===== config.mk =====
export PLATFORM = sky130hd
export DESIGN_NAME = percent_encoder_multimode
export DESIGN_NICKNAME = d
export VERILOG_FILES = /design/src/pem_pkg.sv /design/src/pem_front.sv /design/src/pem_queue.sv /design/src/pem_back.sv /design/src/percent_encoder_multimode.sv
export SDC_FILE = /design/constraint.sdc
export NUM_CORES = 1
export LEC_CHECK = 0
export ABC_AREA = 1
export BUFFER_PORTS_ARGS = -buffer_cell sky130_fd_sc_hd__buf_2
export CORE_MARGIN = 2
export CORE_UTILIZATION = 67
export CTS_CLUSTER_SIZE = 40
export DETAILED_ROUTE_END_ITERATION = 10
export PLACE_DENSITY = 0.85
export SLEW_MARGIN = 20
export SYNTH_ARGS = -nofsm -noshare
export SYNTH_HDL_FRONTEND = slang
export SYNTH_SLANG_ARGS = --single-unit
export TNS_END_PERCENT = 20

===== constraint.sdc =====
create_clock -name i_clk -period 8.75 [get_ports i_clk]
set_clock_uncertainty 0.1 [all_clocks]
set_input_delay 1.3125 -clock i_clk [delete_from_list [all_inputs] [get_ports i_clk]]
set_output_delay 1.3125 -clock i_clk [all_outputs]
set_load 0.02 [all_outputs]

===== src/pem_pkg.sv =====
// Shared types and constants for the percent encoder.
// Used by the front end, the run queue, the back end and the top level.
package pem_pkg;

    localparam int MAX_RES = 7;
    localparam int CNT_W   = $clog2(MAX_RES + 1);
    localparam int QDEPTH  = 2;
    localparam int QPTR_W  = (QDEPTH > 1) ? $clog2(QDEPTH) : 1;
    localparam int QCNT_W  = $clog2(QDEPTH + 1);
    localparam int CFG_IDX_W = 2;

    localparam logic [CFG_IDX_W-1:0] CFG_FORM_STYLE = CFG_IDX_W'(0);
    localparam logic [CFG_IDX_W-1:0] CFG_PASS_RSV   = CFG_IDX_W'(1);

    localparam logic [7:0] CH_PCT   = 8'h25;
    localparam logic [7:0] CH_PLUS  = 8'h2B;
    localparam logic [7:0] CH_SPACE = 8'h20;
    localparam logic [7:0] CH_STAR  = 8'h2A;
    localparam logic [7:0] CH_TILDE = 8'h7E;

    localparam logic [15:0][7:0] HEX_DIGITS = {
        8'h46, 8'h45, 8'h44, 8'h43, 8'h42, 8'h41, 8'h39, 8'h38,
        8'h37, 8'h36, 8'h35, 8'h34, 8'h33, 8'h32, 8'h31, 8'h30
    };

    // one queued run of output words for a single input word
    typedef struct packed {
        logic [MAX_RES-1:0][7:0] bytes;
        logic [CNT_W-1:0]        cnt;
        logic                    eos;
    } t_run;

    typedef struct packed {
        logic push;
        logic full;
    } t_qwr;

endpackage


===== src/pem_front.sv =====
// Front end: accepts input words, classifies them and builds output runs.
// Holds the config registers and the pending %HH triplet. Uses pem_pkg.
module pem_front import pem_pkg::*; (
    input  logic                 i_clk,
    input  logic                 i_rst_n,
    input  logic                 i_valid,
    output logic                 o_ready,
    input  logic [7:0]           i_byte,
    input  logic                 i_eos,
    input  logic                 i_cfg_valid,
    input  logic [CFG_IDX_W-1:0] i_cfg_index,
    input  logic                 i_cfg_data,
    output t_qwr                 o_qwr,
    input  logic                 i_qfull,
    output t_run                 o_run
);

    typedef enum logic [2:0] {
        H_NONE = 3'b001,
        H_PCT  = 3'b010,
        H_HEX  = 3'b100
    } t_hold;

    t_hold      r_hold, n_hold;
    logic [7:0] r_held_hex;
    logic       r_form, r_allow;

    function automatic logic is_hex(input logic [7:0] b);
        return (b >= 8'h30 && b <= 8'h39) || (b >= 8'h41 && b <= 8'h46) ||
               (b >= 8'h61 && b <= 8'h66);
    endfunction

    function automatic logic is_alnum(input logic [7:0] b);
        return (b >= 8'h30 && b <= 8'h39) || (b >= 8'h41 && b <= 8'h5A) ||
               (b >= 8'h61 && b <= 8'h7A);
    endfunction

    function automatic logic is_rsv_char(input logic [7:0] b);
        logic r;
        case (b) inside
            8'h3A, 8'h2F, 8'h3F, 8'h23, 8'h5B, 8'h5D, 8'h40, 8'h21, 8'h24,
            8'h26, 8'h27, 8'h28, 8'h29, 8'h2A, 8'h2B, 8'h2C, 8'h3B, 8'h3D:
                r = 1'b1;
            default: r = 1'b0;
        endcase
        return r;
    endfunction

    logic       accept;
    logic       f_hold, f_pass;
    logic [1:0] f_n;
    logic [2:0][7:0] f_b;
    logic [CNT_W-1:0] p_n, n_cnt;
    logic [MAX_RES-1:0][7:0] res;

    assign o_ready = !i_qfull;
    assign accept  = i_valid && o_ready;

    // fresh encoding of the incoming byte under the current mode
    always_comb begin
        f_hold = 1'b0;
        f_n    = 2'd0;
        f_b    = {CH_PCT, CH_PCT, CH_PCT};
        f_pass = is_alnum(i_byte) || i_byte == 8'h2D || i_byte == 8'h2E ||
                 i_byte == 8'h5F ||
                 (r_form ? (i_byte == CH_STAR) : (i_byte == CH_TILDE));
        if (!f_pass && r_allow && is_rsv_char(i_byte)) begin
            f_pass = !(r_form && (i_byte == 8'h26 || i_byte == 8'h3D ||
                                  i_byte == CH_PLUS));
        end
        if (r_allow && i_byte == CH_PCT && !i_eos) begin
            f_hold = 1'b1;
        end else if (r_form && i_byte == CH_SPACE) begin
            f_n    = 2'd1;
            f_b[0] = CH_PLUS;
        end else if (f_pass) begin
            f_n    = 2'd1;
            f_b[0] = i_byte;
        end else begin
            f_n    = 2'd3;
            f_b[0] = CH_PCT;
            f_b[1] = HEX_DIGITS[i_byte[7:4]];
            f_b[2] = HEX_DIGITS[i_byte[3:0]];
        end
    end

    always_comb begin
        res    = '0;
        p_n    = '0;
        n_hold = f_hold ? H_PCT : H_NONE;
        unique case (r_hold)
            H_NONE: begin
                p_n = '0;
            end
            H_PCT: begin
                if (is_hex(i_byte) && !i_eos) begin
                    n_hold = H_HEX;
                end else begin
                    res[0] = CH_PCT;
                    res[1] = HEX_DIGITS[CH_PCT[7:4]];
                    res[2] = HEX_DIGITS[CH_PCT[3:0]];
                    p_n    = CNT_W'(3);
                end
            end
            H_HEX: begin
                res[0] = CH_PCT;
                if (is_hex(i_byte)) begin
                    res[1] = r_held_hex;
                    res[2] = i_byte;
                    n_hold = H_NONE;
                end else begin
                    res[1] = HEX_DIGITS[CH_PCT[7:4]];
                    res[2] = HEX_DIGITS[CH_PCT[3:0]];
                    res[3] = r_held_hex;
                    p_n    = CNT_W'(4);
                end
                if (is_hex(i_byte)) begin
                    p_n = CNT_W'(3);
                end
            end
            default: begin
                p_n = '0;
            end
        endcase
        n_cnt = '0;
        if (!(r_hold == H_PCT && is_hex(i_byte) && !i_eos) &&
            !(r_hold == H_HEX && is_hex(i_byte))) begin
            n_cnt = p_n + CNT_W'(f_n);
            case (p_n)
                CNT_W'(3): begin
                    res[3] = f_b[0];
                    res[4] = f_b[1];
                    res[5] = f_b[2];
                end
                CNT_W'(4): begin
                    res[4] = f_b[0];
                    res[5] = f_b[1];
                    res[6] = f_b[2];
                end
                default: begin
                    res[0] = f_b[0];
                    res[1] = f_b[1];
                    res[2] = f_b[2];
                end
            endcase
        end else if (r_hold == H_HEX) begin
            n_cnt = CNT_W'(3);
        end
    end

    assign o_run.bytes = res;
    assign o_run.cnt   = n_cnt;
    assign o_run.eos   = i_eos;
    assign o_qwr.push  = accept && (n_cnt != '0);
    assign o_qwr.full  = i_qfull;

    always_ff @(posedge i_clk) begin
        if (!i_rst_n) begin
            r_hold  <= H_NONE;
            r_form  <= 1'b0;
            r_allow <= 1'b0;
        end else begin
            if (accept) begin
                r_hold <= n_hold;
            end
            if (i_cfg_valid && i_cfg_index == CFG_FORM_STYLE) begin
                r_form <= i_cfg_data;
            end
            if (i_cfg_valid && i_cfg_index == CFG_PASS_RSV) begin
                r_allow <= i_cfg_data;
            end
        end
    end

    always_ff @(posedge i_clk) begin
        if (accept && r_hold == H_PCT) begin
            r_held_hex <= i_byte;
        end
    end

endmodule


===== src/pem_queue.sv =====
// Short queue of output runs between front end and back end.
// Uses pem_pkg for the run type and depth.
module pem_queue import pem_pkg::*; (
    input  logic i_clk,
    input  logic i_rst_n,
    input  t_qwr i_qwr,
    input  t_run i_run,
    output logic o_full,
    input  logic i_pop,
    output logic o_empty,
    output t_run o_run
);

    t_run              r_mem [QDEPTH];
    logic [QPTR_W-1:0] r_wr, r_rd;
    logic [QCNT_W-1:0] r_cnt;
    logic              push;

    assign o_full  = (r_cnt == QCNT_W'(QDEPTH));
    assign o_empty = (r_cnt == '0);
    assign push    = i_qwr.push && !i_qwr.full;
    assign o_run   = r_mem[r_rd];

    function automatic logic [QPTR_W-1:0] nxt(input logic [QPTR_W-1:0] p);
        return (p == QPTR_W'(QDEPTH - 1)) ? '0 : p + QPTR_W'(1);
    endfunction

    always_ff @(posedge i_clk) begin
        if (!i_rst_n) begin
            r_wr  <= '0;
            r_rd  <= '0;
            r_cnt <= '0;
        end else begin
            if (push) begin
                r_wr <= nxt(r_wr);
            end
            if (i_pop) begin
                r_rd <= nxt(r_rd);
            end
            if (push && !i_pop) begin
                r_cnt <= r_cnt + QCNT_W'(1);
            end else if (i_pop && !push) begin
                r_cnt <= r_cnt - QCNT_W'(1);
            end
        end
    end

    always_ff @(posedge i_clk) begin
        if (push) begin
            r_mem[r_wr] <= i_run;
        end
    end

endmodule


===== src/pem_back.sv =====
// Back end: serializes queued runs into one output word per cycle while the receiver is ready.
// Uses pem_pkg for the run type.
module pem_back import pem_pkg::*; (
    input  logic       i_clk,
    input  logic       i_rst_n,
    input  logic       i_empty,
    input  t_run       i_run,
    output logic       o_pop,
    output logic       o_valid,
    input  logic       i_ready,
    output logic [7:0] o_byte,
    output logic       o_last_of_run,
    output logic       o_string_end
);

    logic [CNT_W-1:0] r_idx;
    logic             last;

    assign o_valid       = !i_empty;
    assign last          = (r_idx == i_run.cnt - CNT_W'(1));
    assign o_byte        = i_run.bytes[r_idx];
    assign o_last_of_run = last;
    assign o_string_end  = last && i_run.eos;
    assign o_pop         = o_valid && i_ready && last;

    always_ff @(posedge i_clk) begin
        if (!i_rst_n) begin
            r_idx <= '0;
        end else if (o_valid && i_ready) begin
            r_idx <= last ? '0 : r_idx + CNT_W'(1);
        end
    end

endmodule


===== src/percent_encoder_multimode.sv =====
// Top level of the percent encoder: front end, run queue, back end.
// Depends on pem_pkg, pem_front, pem_queue and pem_back.
//
// Input stream: s_axis_tdata carries one raw byte, s_axis_tlast marks the
// final byte of a string. Output stream: m_axis_tdata is one encoded byte,
// m_axis_tuser marks the last word caused by an input word, m_axis_tlast
// the final word of the encoded string.
// Config channel: index 0 form_style, index 1 passes reserved characters;
// always ready, write only while the block is idle.
// An accepted word's run is registered in the run queue and leaves from there.
// Throughput: the output side moves one word per cycle while the receiver is
// ready. A passed byte makes one word, an escaped byte three, and a run after
// a broken triplet up to seven; a two-entry run queue lets input be taken while
// output stalls. A held '%' or hex digit produces no output until resolved.
// Reset clears the mode registers, the held triplet and the queue.
// While the receiver stalls, the current word holds and input is taken
// until the queue fills.
module percent_encoder_multimode import pem_pkg::*; (
    input  logic                 i_clk,
    input  logic                 i_rst_n,
    input  logic                 s_axis_tvalid,
    output logic                 s_axis_tready,
    input  logic [7:0]           s_axis_tdata,   // [7:0] in_byte
    input  logic                 s_axis_tlast,
    output logic                 m_axis_tvalid,
    input  logic                 m_axis_tready,
    output logic [7:0]           m_axis_tdata,   // [7:0] out_byte
    output logic                 m_axis_tuser,   // [0] last_of_run
    output logic                 m_axis_tlast,
    input  logic                 i_cfg_valid,
    output logic                 o_cfg_ready,
    input  logic [CFG_IDX_W-1:0] i_cfg_index,
    input  logic                 i_cfg_data
);

    t_qwr qwr;
    t_run run_in, run_out;
    logic qfull, qempty, pop;

    assign o_cfg_ready = 1'b1;

    pem_front u_front (
        .i_clk       (i_clk),
        .i_rst_n     (i_rst_n),
        .i_valid     (s_axis_tvalid),
        .o_ready     (s_axis_tready),
        .i_byte      (s_axis_tdata),
        .i_eos       (s_axis_tlast),
        .i_cfg_valid (i_cfg_valid),
        .i_cfg_index (i_cfg_index),
        .i_cfg_data  (i_cfg_data),
        .o_qwr       (qwr),
        .i_qfull     (qfull),
        .o_run       (run_in)
    );

    pem_queue u_queue (
        .i_clk   (i_clk),
        .i_rst_n (i_rst_n),
        .i_qwr   (qwr),
        .i_run   (run_in),
        .o_full  (qfull),
        .i_pop   (pop),
        .o_empty (qempty),
        .o_run   (run_out)
    );

    pem_back u_back (
        .i_clk         (i_clk),
        .i_rst_n       (i_rst_n),
        .i_empty       (qempty),
        .i_run         (run_out),
        .o_pop         (pop),
        .o_valid       (m_axis_tvalid),
        .i_ready       (m_axis_tready),
        .o_byte        (m_axis_tdata),
        .o_last_of_run (m_axis_tuser),
        .o_string_end  (m_axis_tlast)
    );

endmodule


; ---- Yosys cells after proc, flatten, opt, wreduce, memory -nomap -nowiden
; Memories as Yosys holds them, arrays and structs flattened. A register that Yosys moved wholly into a read port is not among the register bits.
; Index checks and enable logic that the tools add are counted.
[classes]
add_sub_neg = 7
n_lt_le_gt_ge = 11
n_mux = 44
eq_ne = 31
reduce_logical = 52
[op_table]
columns = cell, count
row1 = "8-bit by 6-bit == test with 1-bit output, second input constant", 19
row2 = 8-bit two-way mux, 9
row3 = 56-bit two-way mux, 1
row4 = 16-bit two-way mux, 3
row5 = 24-bit two-way mux, 2
row6 = 24-bit case mux with 2 select lines, 1
row7 = "8-bit by 7-bit == test with 1-bit output, second input constant", 5
row8 = "8-bit by 7-bit less-or-equal comparator with 1-bit output, second input constant", 4
row9 = 16-bit case mux with 2 select lines, 1
row10 = 1-bit logical AND, 27
row11 = 8-bit binary-select mux with 3-bit select, 1
row12 = 22-bit two-way mux, 1
row13 = 18-bit OR reduction, 1
row14 = "8-bit by 7-bit greater-or-equal comparator with 1-bit output, second input constant", 2
row15 = 2-bit two-way mux, 8
row16 = 3-bit two-way mux, 5
row17 = 3-bit case mux with 2 select lines, 2
row18 = 1-bit logical OR, 10
row19 = "4-bit by 5-bit < comparator with 1-bit output, second input constant", 2
row20 = 1-bit two-way mux, 10
row21 = 1-bit zero test, 9
row22 = "8-bit by 6-bit greater-or-equal comparator with 1-bit output, second input constant", 1
row23 = "8-bit by 6-bit less-or-equal comparator with 1-bit output, second input constant", 1
row24 = "3-bit by 2-bit == test with 1-bit output, second input constant", 2
row25 = other kinds (15), 18
[word_totals]
input_bits = 17
mem_bits_rw = 120
memories = 3
register_bits = 20
romBits = 256
[mem_list]
columns = name, depth, width, rd, rd_ports_with_merged_regs, wr, line_no
row1 = (name not given), 16, 8, 1, 0, 0, pem_front.sv:83  ; f_b[2] = HEX_DIGITS[i_byte[3:0]];
row2 = (name not given), 16, 8, 1, 0, 0, pem_front.sv:82  ; f_b[1] = HEX_DIGITS[i_byte[7:4]];
row3 = u_queue.r_mem, 2, 60, 1, 1, 1, pem_queue.sv:14  ; t_run r_mem [QDEPTH];

; ---- Longest topological paths before layout
; Gate-level depths: netlist of run 1.
[logic_depth]
ltp_word = 24
mapped_depth = 26
depth_no_buf = 26

; ---- By module
; Synthesis of run 1 repeated with hierarchy kept, for this count alone.
[unflattened]
hier_cells = 748
area_unflattened_um2 = 7832.5
[by_module_without_submodules]
columns = module, area_each_um2, n_inst, cells_per_inst, seq_area_each_um2
row1 = pem_queue, 4869.7, 1, 223, 3703.6
row2 = pem_front, 2152.1, 1, 374, 340.3
row3 = pem_back, 799.5, 1, 149, 60.1
row4 = percent_encoder_multimode, 11.3, 1, 2, 0.0

; ---- Worst setup path before layout of run 1
; Ideal clock, no wire load.
[synth_path]
path_type = input port to flip-flop
startpoint = input port s_axis_tdata[1]
endpoint = memory u_queue.r_mem[0][0] (netlist bit) (enable)
path_slack_ps = 2709
setup_time_ps = 474
t_required_ps = 8176
cell_stages = 19
t_arrival_ps = 5467
n_path_buf = 0
cell_sequence = inv_1 > ha_1 > inv_1 > nand3_1 > nand2_1 > nand2_1 > nand2_2 > nand3_4 > nand2_1 > nand2_2 > nand2_2 > ha_1 > nand4_1 > nand2_1 > nor2_2 > nor2_2 > nand2_2 > nand2_1 > nor2_1
[synth_lines]
columns = element, line_no
row1 = "start, declared", percent_encoder_multimode.sv:23  ; input logic [7:0] s_axis_tdata,
row2 = "end, declared", pem_queue.sv:14

==> results of run 1 <==
==> placed cells by master, fill, tap and decap left out, types with 3 or more instances in the layout <==
cell type   synthesis  layout
o311ai_0            3       3
o22ai_2             4       4
xor2_1              4       4
nand4_1             3       3
buf_4               2       6
a21oi_1            34      34
clkbuf_16           0      16
o32ai_1             3       3
buf_2               3      28
edfxtp_1          124     124
o221ai_1           10      10
inv_2               5       6
inv_1              53      52
o211ai_1            3       3
nand3_2             3       3
a22oi_1             4       4
conb_1              2       7
nand2_2            14      14
o21ai_0            80      80
nand2_4             3       3
inv_6               0       3
dfxtp_1            13      12
nand2_1            94      94
ha_1               16      16
nand3_1            30      30
clkinvlp_4          0       4
nor2_2             11      11
nor4_1              3       3
nor2_1            125     124
o22ai_1            17      17
nor3_1             11      11
==> through the flow <==
step                instances  total power, mW  hold WS (ps)
global route              900             2.15           400
finish                    900             2.07           365
detailed placement        868             1.38           357
CTS                       900             2.06           367
floorplan                 727             1.22           345
global placement          868             1.35           355
==> state kept, by name, summed over array words and instances, names as in the netlist, named ones only <==
| name | count |
|---|---|
| u_queue.r_mem | 116 |
| u_front.r_held_hex | 8 |
| u_back.r_idx | 3 |
| u_front.r_hold | 3 |
| u_queue.r_cnt | 2 |
| u_front.r_allow | 1 |
| u_front.r_form | 1 |
| u_queue.r_rd | 1 |
| u_queue.r_wr | 1 |
==> area by class of cell <==
class	instances	area [µm²]	share of cell area (%)
sequential	137	3990	51.1
multi-input combinational	500	2650	34.0
clock inverter	13	143	1.83
inverter	61	234	3.00
timing repair buffer	34	185	2.37
tap	136	170	2.18
clock buffer	19	432	5.53
==> logic make-up (layout without fill, tap and decap cells) <==
kind of cell | count (synthesis) | in the layout
fa+ha+maj | 16 | 16
simple gates | 301 | 301
other cells | 2 | 7
flops | 137 | 137
mux | 2 | 2
compound gates | 169 | 169
xor+xnor | 5 | 5
buf+inv | 90 | 127
==> report_power, final <==
group	leakage, nW	switching (mW)	internal (mW)
logic	1.39	0.368	0.142
registers	1.27	0.0390	0.829
clock network	0.269	0.274	0.415
total	2.92	0.681	1.39
==> worst paths after layout <==
kind	slack, ps	cells after the start	end	startpoint
max	4110	8	m_axis_tdata[6]	flop
max reg2reg	5160	15	u_queue.r_mem[0][17]$_DFFE_PP_	u_front.r_hold[1]$_SDFFE_PN0P_
min	360	2	u_front.r_hold[1]$_SDFFE_PN0P_	u_front.r_hold[1]$_SDFFE_PN0P_
min reg2reg	360	2	u_front.r_hold[1]$_SDFFE_PN0P_	u_front.r_hold[1]$_SDFFE_PN0P_
==> per-layer routing <==
layer  vias up  wire [µm]
met5         -          0
met4         0        668
met3        61       1990
met2       430       8560
met1      2700       6680
li1       2583          -
==> worst max-delay path, cell delays in order, from the launching register on <==
cell	delay [ps]
dfxtp_2	320
buf_4	480
inv_1	390
buf_4	380
o21ai_0	260
o22ai_1	100
o21ai_0	340
o21ai_0	170
buf_2	190
==> summary.md, run 1 <==
| Metric | Value |
|---|---|
| DRC | `0` |
| EDFF count, synth | `124` |
| Final core occ | `76.3%` |
| Via/cell ratio | `about 6.4` |
| Post-route ant nets | `0` |
| Tightest Pin Transition | `around 960 ps` |
| Main combinational cell family by area after synthesis | `simple AND/OR/NAND/NOR gates` |
| Post-CTS sizing | `0` |
| XOR/XNOR Fraction of Synth Area | `less than 1%` |
| Avg WL per Cell | `roughly 20 µm` |
| Initial Util | `between 60% and 70%` |
| Register area share after synthesis | `between 50% and 60%` |
| Port bufs | `28` |
| Max-cap violations | `0` |
| Mux contribution to synthesized area | `0.286%` |
| Synth cell count leaders | `125 x nor2_1, 124 x edfxtp_1, 94 x nand2_1` |
| Run status | `complete, no violations` |
| First-pass GRT wire length | `between 20000 and 30000 µm` |
| ANT cells | `0` |
| Fraction of layout cells with a size suffix above 1 | `between 10% and 20%` |
| Final WL | `17900 µm` |
| GRT Util Overall | `33.3%` |
| WS Path Type | `flop to output port` |
| Clk root buf | `clkbuf_8` |
| PnR worst setup slack | `slightly above 4000 ps` |
| Nets@finish | `just under 800` |
| Initial antenna violation count | `0` |
| Synthesized area | `0.00699 mm²` |
| Yosys warns | `0` |
| Worst Setup End Kind | `output port` |
| Most common cell in the netlist | `nor2_1` |
| Post-CTS setup buffers | `0` |
| Post-CTS Hold Buffers | `0` |
| Hold Fails Final Rpt | `0` |
| Dominant cell type by area after synthesis | `edfxtp_1` |
| Critical-path maximum fanout | `59` |
| Final setup TNS | `0 ps` |
| CTS Buffer Depth | `2` |
| Synth area leaders | `edfxtp_1 53%, nor2_1 6.7%, o21ai_0 5.7%` |
| Setup crit start kind | `flop` |
| Met1 Usage GRT | `44.4%` |
| Slew HR | `35.6%` |
| Core Area | `about 0.010 mm²` |
| Via Count | `5774` |
| Top-area cell type share of the netlist area | `53.3%` |
| Die Ht | `106 µm` |
| Met2 Use GR | `a little over half` |
| Post-Synthesis Cells | `722` |
| CTS tree | `yes` |
| Dpl ws | `3960 ps` |
| Io pins | `30` |
| Crit path arrival time | `3230 ps` |
| Synth Flop Type | `edfxtp_1` |
| Clk slew on worst S/H paths | `60 ps` |
| Worst path required time | `7340 ps` |
| Largest net degree at the start of global routing | `60` |
| Min Tclk post-route | `4640 ps` |
| Number of fill cells in the layout | `670` |
| Pins over their slew limit | `0` |
| Overflow after GRT | `0` |
| Compound-cell area share of the yosys netlist | `14.4%` |
| Design Area, Final | `about 0.0078 mm²` |
| DP Area | `between 0.007 and 0.008 mm²` |
| Dpl hpwl | `12100 µm` |
| Met3 Use GR | `around 7.4%` |
| Post-Syn Area per Cell | `9.68 µm²` |
| CTS sink count | `137` |
| Num CTS Buffers | `17` |
| Achievable frequency | `216 MHz` |
| Worst IR Drop VDD | `0.155 mV` |
| Vias in the first global route | `5453` |
| Hold Path Class | `flop to flop` |
| RSZ-0062 raised after global routing | `no` |
| Final period utilization | `53.0%` |
| GR peak layer | `met2` |
| Area Overhead vs Synth | `11.7%` |
| Async set or reset register ratio after synthesis | `0%` |
| #FFs+latches synth | `137` |
| 1st-pass router iterations | `8` |
| Die width | `106 µm` |
| GPL Wtd Cong | `0.955` |
| Post-synthesis simple-gate area fraction | `19.3%` |
| Lkg Pwr | `2.92 nW` |
| FP Rows | `37` |
| Post-Synth Adder-Cell Area | `2.86%` |
| Yosys cell types | `46` |
| Initial drt markers | `approximately 960` |
| DIE AREA | `0.0113 mm²` |
| Power Density | `265 mW/mm²` |
| Final setup violating endpoints | `0` |
| H-tree depth | `4` |
| Skew-Pair Late Insertion Delay | `520 ps` |
Power figures use the tool's default switching activity.
==> run 2, diff against run 1 <==
--- a/config.mk
+++ b/config.mk
@@ -8,10 +8,10 @@
 export ABC_AREA = 1
 export BUFFER_PORTS_ARGS = -buffer_cell sky130_fd_sc_hd__buf_2
 export CORE_MARGIN = 2
-export CORE_UTILIZATION = 67
+export CORE_UTILIZATION = 62
 export CTS_CLUSTER_SIZE = 40
 export DETAILED_ROUTE_END_ITERATION = 10
-export PLACE_DENSITY = 0.85
+export PLACE_DENSITY = 0.79
 export SLEW_MARGIN = 20
 export SYNTH_ARGS = -nofsm -noshare
 export SYNTH_HDL_FRONTEND = slang
==> constraint.sdc (replaced) <==
create_clock -name i_clk -period 4.3 [get_ports i_clk]
set_clock_uncertainty 0.1 [all_clocks]
set_input_delay 0.645 -clock i_clk [delete_from_list [all_inputs] [get_ports i_clk]]
set_output_delay 0.645 -clock i_clk [all_outputs]
set_load 0.02 [all_outputs]
==> summary.md, run 2 (synthesis gave the netlist of run 1 again) <==
| Metric | Value |
|---|---|
| Nets@finish | `785 (+0.13%)` |
| Initial drt markers | `808 (-16%)` |
| Crit path cell chain | `inv_1 -> buf_4 -> o21ai_0 -> o22ai_1 -> o21ai_0 -> o221ai_1 -> buf_2` |
| Overflow after GRT | `0 (unchanged)` |
| Worst IR Drop VDD | `0.390 mV (+150%)` |
| Post-CTS sizing | `0 (unchanged)` |
| GPL Wtd Cong | `1.02 (+6.5%)` |
| Run status | `complete, no violations` |
| CTS sink count | `137 (unchanged)` |
| Crit path arrival time | `2940 ps (-290 ps)` |
| FP Rows | `38 (+2.7%)` |
| Largest net degree at the start of global routing | `59 (-1.7%)` |
| Via Count | `5652 (-2.1%)` |
| Port bufs | `28 (unchanged)` |
| Clk root buf | `clkbuf_16` |
| Vias in the first global route | `5243 (-3.9%)` |
| Die Ht | `110 µm (+3.8%)` |
| Dpl hpwl | `12200 µm (+0.85%)` |
| Worst Setup End Kind | `output port` |
| Largest register FFs | `116 (unchanged)` |
| H-tree depth | `4 (unchanged)` |
| Area Overhead vs Synth | `12.3%` |
| DIE AREA | `0.0121 mm² (+7.8%)` |
| Power Density | `543 mW/mm² (+110%)` |
| Post-CTS Hold Buffers | `0 (unchanged)` |
| RSZ-0062 raised after global routing | `no` |
| Final setup violating endpoints | `0 (unchanged)` |
| Slack of the worst reg-to-reg path | `1350 ps (-3810 ps)` |
| Final period utilization | `between 80% and 90%` |
| Skew-Pair Late Insertion Delay | `420 ps (-100 ps)` |
| CTS tree | `yes` |
| Initial Util | `63.9% (-4.4 points)` |
| Clk slew on worst S/H paths | `60 ps (about the same)` |
| First-pass GRT wire length | `27300 µm (-4.0%)` |
| Final core occ | `71.8% (-4.5 points)` |
| Die width | `110 µm (+3.8%)` |
| Pins over their slew limit | `0 (unchanged)` |
| Avg WL per Cell | `19.8 µm (-0.41%)` |
| Fraction of layout cells with a size suffix above 1 | `14.5% (-0.41 points)` |
| CTS Buffer Depth | `2 (unchanged)` |
| DP Area | `0.00727 mm² (+0.52%)` |
| CP max stage cell | `dfxtp_2` |
| ANT cells | `0 (unchanged)` |
| Slew HR | `38.3% (+2.7 points)` |
| Number of fill cells in the layout | `769 (+15%)` |
| Worst path required time | `3560 ps (-3780 ps)` |
| Via/cell ratio | `6.25 (-2.7%)` |
| Post-route ant nets | `0 (unchanged)` |
| Num CTS Buffers | `17 (unchanged)` |
| Post-CTS setup buffers | `0 (unchanged)` |
| Critical-path maximum fanout | `49 (-17%)` |
| Achievable frequency | `271 MHz` |
| DRC | `0 (unchanged)` |
| Setup crit start kind | `flop` |
| Biggest regs | `u_queue.r_mem: 116 flops, u_front.r_held_hex: 8 flops` |
| Io pins | `30 (unchanged)` |
| CP Buf/Inv Count | `3 (-1)` |
| WS Path Type | `flop to output port` |
| PnR Total Power | `4.26 mW (+110%)` |
| Hold Fails Final Rpt | `0 (unchanged)` |
| Tightest Pin Transition | `925 ps (-38.1 ps)` |
| Max-cap violations | `0 (unchanged)` |
| 1st-pass router iterations | `6 (-2)` |
| Lkg Pwr | `2.95 nW (+0.89%)` |
| Commonest cells after routing, fill and taps aside | `124 x nor2_1, 124 x edfxtp_1, 94 x nand2_1, 80 x o21ai_0, 52 x inv_1` |
| Final setup TNS | `0 ps (unchanged)` |
| Hold Path Class | `flop to flop` |
| GRT Util Overall | `30.5% (-2.8 points)` |
| Min Tclk post-route | `around 3700 ps` |
| Final WL | `17900 µm (+0.15%)` |
| Initial antenna violation count | `0 (unchanged)` |
| Design Area, Final | `0.00785 mm² (+0.59%)` |
| Most flop-heavy register | `u_queue.r_mem` |
| Worst path max stage delay | `720 ps (+240 ps)` |
| Core Area | `0.0109 mm² (+6.9%)` |
| Critical Path Most Common Cell | `o21ai_0` |
| Cell family with most CP delay | `buffers and inverters` |
[run 2: cell types whose count changed in the layout (fill, tap and decap cells not counted), sizes merged]
cell	change
clkinvlp	-3
inv	-3
buf	+1
clkbuf	+4
bufinv	+1
clkinv	+1
[run 2: routing by layer]
layer | routed length (µm) | share of wire [%] | vias up | GRT usage [%]
met5 | 0 | 0 | - | 0
met1 | 6980 | 39 | 2648 | 41.3
met2 | 8410 | 47 | 355 | 49.1
met4 | 589 | 3.3 | 0 | 12.7
li1 | - | - | 2597 | -
met3 | 1940 | 11 | 52 | 5.41
[run 2: cell type report]
class / instances / area, µm² / area share, %
Sequential cell: 137 / 3990 / 50.8
Multi-Input combinational cell: 500 / 2650 / 33.8
Clock buffer: 23 / 458 / 5.83
Inverter: 61 / 234 / 2.98
Timing Repair Buffer: 35 / 218 / 2.77
Tap cell: 140 / 175 / 2.23
Clock inverter: 9 / 125 / 1.59
[run 2: per-stage QoR]
step | worst slack, ps | std cells | hold slack (ps)
after global placement | 579 | 873 | 356
after global routing | 517 | 905 | 387
after floorplan | 279 | 727 | 345
final | 614 | 905 | 373
after detailed placement | 445 | 873 | 365
after CTS | 696 | 905 | 374
[run 2: path summary, 6_finish.rpt]
check	start	endpoint	depth (start not counted)
worst min register to register	u_front.r_hold[1]$_SDFFE_PN0P_	u_front.r_hold[1]$_SDFFE_PN0P_	2
worst min-delay path	u_front.r_hold[1]$_SDFFE_PN0P_	u_front.r_hold[1]$_SDFFE_PN0P_	2
worst max register to register	flop	u_queue.r_cnt[1]$_SDFFE_PN0P_	12
worst max-delay path	flop	m_axis_tdata[5]	7
[run 2: worst register-to-register path, delay by kind of cell (launching register included)]
family / cells / cell delay [ps]
AOI/OAI and AO/OA: 4 / 440
adders and majority gates: 2 / 650
buffers and inverters: 1 / 80
DFF: 1 / 720
muxes: 1 / 390
and+or+nand+nor: 4 / 440
[run 2: report_power, final]
part           internal (mW)  switching, mW
Sequential              1.68         0.0929
Combinational          0.301          0.738
Clock                  0.923          0.526
Total                   2.91           1.36
==> run 3, diff against run 2 <==
--- a/config.mk
+++ b/config.mk
@@ -7,11 +7,11 @@
 export LEC_CHECK = 0
 export ABC_AREA = 1
 export BUFFER_PORTS_ARGS = -buffer_cell sky130_fd_sc_hd__buf_2
-export CORE_MARGIN = 2
 export CORE_UTILIZATION = 62
 export CTS_CLUSTER_SIZE = 40
 export DETAILED_ROUTE_END_ITERATION = 10
 export PLACE_DENSITY = 0.79
+export RECOVER_POWER = 50
 export SLEW_MARGIN = 20
 export SYNTH_ARGS = -nofsm -noshare
 export SYNTH_HDL_FRONTEND = slang
==> summary.md, run 3 (synthesis gave the netlist of run 1 again) <==
| Metric | Value |
|---|---|
| Run status | `complete, no violations` |
| Logic gate share of total power | `25.1% (+0.7 points)` |
| 1st-pass router iterations | `6 (unchanged)` |
| Avg WL per Cell | `20.2 µm (+1.9%)` |
| Dpl hpwl | `12700 µm (+4.6%)` |
| Slack of the worst reg-to-reg path | `1430 ps (+80 ps)` |
| Initial drt markers | `781 (-3.3%)` |
| Hold Fails Final Rpt | `0 (unchanged)` |
| Setup crit start kind | `flop` |
| Dpl ws | `314 ps (-131 ps)` |
| Min Tclk post-route | `3660 ps (-22.5 ps)` |
| Final WL | `18300 µm (+2.3%)` |
| Part of the power in registers | `42.0% (+0.3 points)` |
| Die width | `108 µm (-1.8%)` |
| Net Switching | `1.35 mW (-0.17%)` |
| PnR worst setup slack | `636 ps (+22.5 ps)` |
| Tightest Pin Transition | `850 ps (-74.3 ps)` |
| Crit path arrival time | `2920 ps (-20 ps)` |
| Clk slew on worst S/H paths | `60 ps (about the same)` |
| GRT Util Overall | `33.4% (+2.9 points)` |
| CTS sink count | `137 (unchanged)` |
| Multi-input logic area | `0.00259 mm² (-2.3%)` |
| DIE AREA | `0.0117 mm² (-3.6%)` |
| GPL Wtd Cong | `0.989 (-2.8%)` |
| Most flop-heavy register | `u_queue.r_mem` |
| Power Density | `541 mW/mm² (-0.49%)` |
| First-pass GRT wire length | `28700 µm (+5.2%)` |
| CTS tree | `yes` |
| Largest net degree at the start of global routing | `57 (-3.4%)` |
| Num CTS Buffers | `17 (unchanged)` |
| H-tree depth | `4 (unchanged)` |
| Slew HR | `43.3% (+5.0 points)` |
| Clk root buf | `clkbuf_8` |
| Worst path max stage delay | `660 ps (-60 ps)` |
| Final setup violating endpoints | `0 (unchanged)` |
| FF+latch area | `0.00398 mm² (about the same)` |
| Worst path required time | `3560 ps (about the same)` |
| Crit path cell chain | `buf_4 -> inv_1 -> o21ai_0 -> o221ai_1 -> o21ai_0 -> o21ai_0 -> buf_2` |
| DRC | `0 (unchanged)` |
| Design Area, Final | `0.00777 mm² (-1.0%)` |
| Final period utilization | `85.2% (-0.52 points)` |
| Number of fill cells in the layout | `793 (+3.1%)` |
| Port bufs | `28 (unchanged)` |
| Hold Path Class | `primary input to flop` |
| Final hold slack | `299 ps (-74.0 ps)` |
| Critical Path Most Common Cell | `o21ai_0` |
| Largest register FFs | `116 (unchanged)` |
| Final setup TNS | `0 ps (unchanged)` |
| Area Overhead vs Synth | `11.2%` |
| Commonest cells after routing, fill and taps aside | `125 x nor2_1, 124 x edfxtp_1, 98 x nand2_1, 81 x o21ai_0, 52 x inv_1` |
| CP max stage cell | `inv_1` |
| DP Area | `0.00729 mm² (+0.31%)` |
| Clock power frac | `32.9% (-1.1 points)` |
| Via Count | `5680 (+0.50%)` |
| Skew-Pair Late Insertion Delay | `530 ps (+110 ps)` |
| Vias in the first global route | `5442 (+3.8%)` |
| Worst Hold Depth | `3 (+1)` |
| Max-cap violations | `0 (unchanged)` |
| ANT cells | `0 (unchanged)` |
| Core Area | `0.0109 mm² (-0.44%)` |
| Sw Ratio | `32.3% (+0.43 points)` |
| R2r worst-path depth | `19 (+7)` |
| Final Non-Filler Cells | `908 (+0.33%)` |
| Nets@finish | `788 (+0.38%)` |
| Post-CTS Hold Buffers | `0 (unchanged)` |
| Pins over their slew limit | `0 (unchanged)` |
| Overflow after GRT | `0 (unchanged)` |
| Post-placement cell count | `876 (+0.34%)` |
| Die Ht | `108 µm (-1.8%)` |
| CTS Buffer Depth | `2 (unchanged)` |
| Post-route ant nets | `0 (unchanged)` |
| PnR Total Power | `4.20 mW (-1.5%)` |
| Via/cell ratio | `6.26 (+0.16%)` |
| Worst Setup End Kind | `output port` |
| Fraction of layout cells with a size suffix above 1 | `11.5% (-3.1 points)` |
| Worst IR Drop VDD | `0.332 mV (-15%)` |
| Biggest regs | `u_queue.r_mem: 116 flops, u_front.r_held_hex: 8 flops` |
| Initial Util | `64.2% (+0.28 points)` |
| Final core occ | `71.4% (-0.41 points)` |
| Io pins | `30 (unchanged)` |
| FP Rows | `38 (unchanged)` |
| Post-CTS setup buffers | `0 (unchanged)` |
| Int Power | `2.85 mW (-2.1%)` |
| Achievable frequency | `273 MHz (+0.62%)` |
| Initial antenna violation count | `0 (unchanged)` |
| Most common cell after layout, fill and taps aside | `nor2_1` |
| RSZ-0062 raised after global routing | `no` |
| Lkg Pwr | `2.90 nW (-1.7%)` |
| Post-CTS sizing | `0 (unchanged)` |
| Critical-path maximum fanout | `28 (-43%)` |
| WS Path Type | `flop to output port` |
run 3: layout make-up:
| type | count | area share [%] |
|---|---|---|
| multi-input combinational | 500 | 33.4 |
| inverter | 61 | 3.01 |
| tap | 140 | 2.25 |
| clock inverter | 8 | 1.22 |
| sequential | 137 | 51.3 |
| clock buffer | 24 | 6.05 |
| timing repair buffer | 38 | 2.80 |
run 3: routing by layer:
layer | part of all wire [%] | vias up | GRT usage, %
li1 | - | 2594 | -
met1 | 39 | 2683 | 42.0
met2 | 50 | 351 | 56.6
met3 | 8.6 | 52 | 6.93
met4 | 2.7 | 0 | 13.2
met5 | 0 | - | 0
run 3: final timing paths:
kind,startpoint,endpoint
setup reg to reg,u_front.r_hold[1]$_SDFFE_PN0P_,u_queue.r_cnt[1]$_SDFFE_PN0P_
hold / removal,i_cfg_data,u_front.r_allow$_SDFFE_PN0P_
setup / recovery,u_back.r_idx[0]$_SDFFE_PN0P_,m_axis_tdata[6]
hold reg to reg,u_front.r_hold[1]$_SDFFE_PN0P_,u_front.r_hold[1]$_SDFFE_PN0P_
run 3: critical path: cells and delay by family (launching register included):
kind	cells	cell delay, ps
AO/OA/AOI/OAI	4	970
flip-flops	1	300
buffers and inverters	3	1110
run 3: power by group through the flow:
stage	sequential [mW]	combinational, mW	clock, mW
finish	1.76	1.05	1.38
floorplan	1.75	0.716	0
detailed placement	1.79	1.04	0
global route	1.78	1.15	1.43
global placement	1.78	1.00	0
CTS	1.76	1.06	1.38
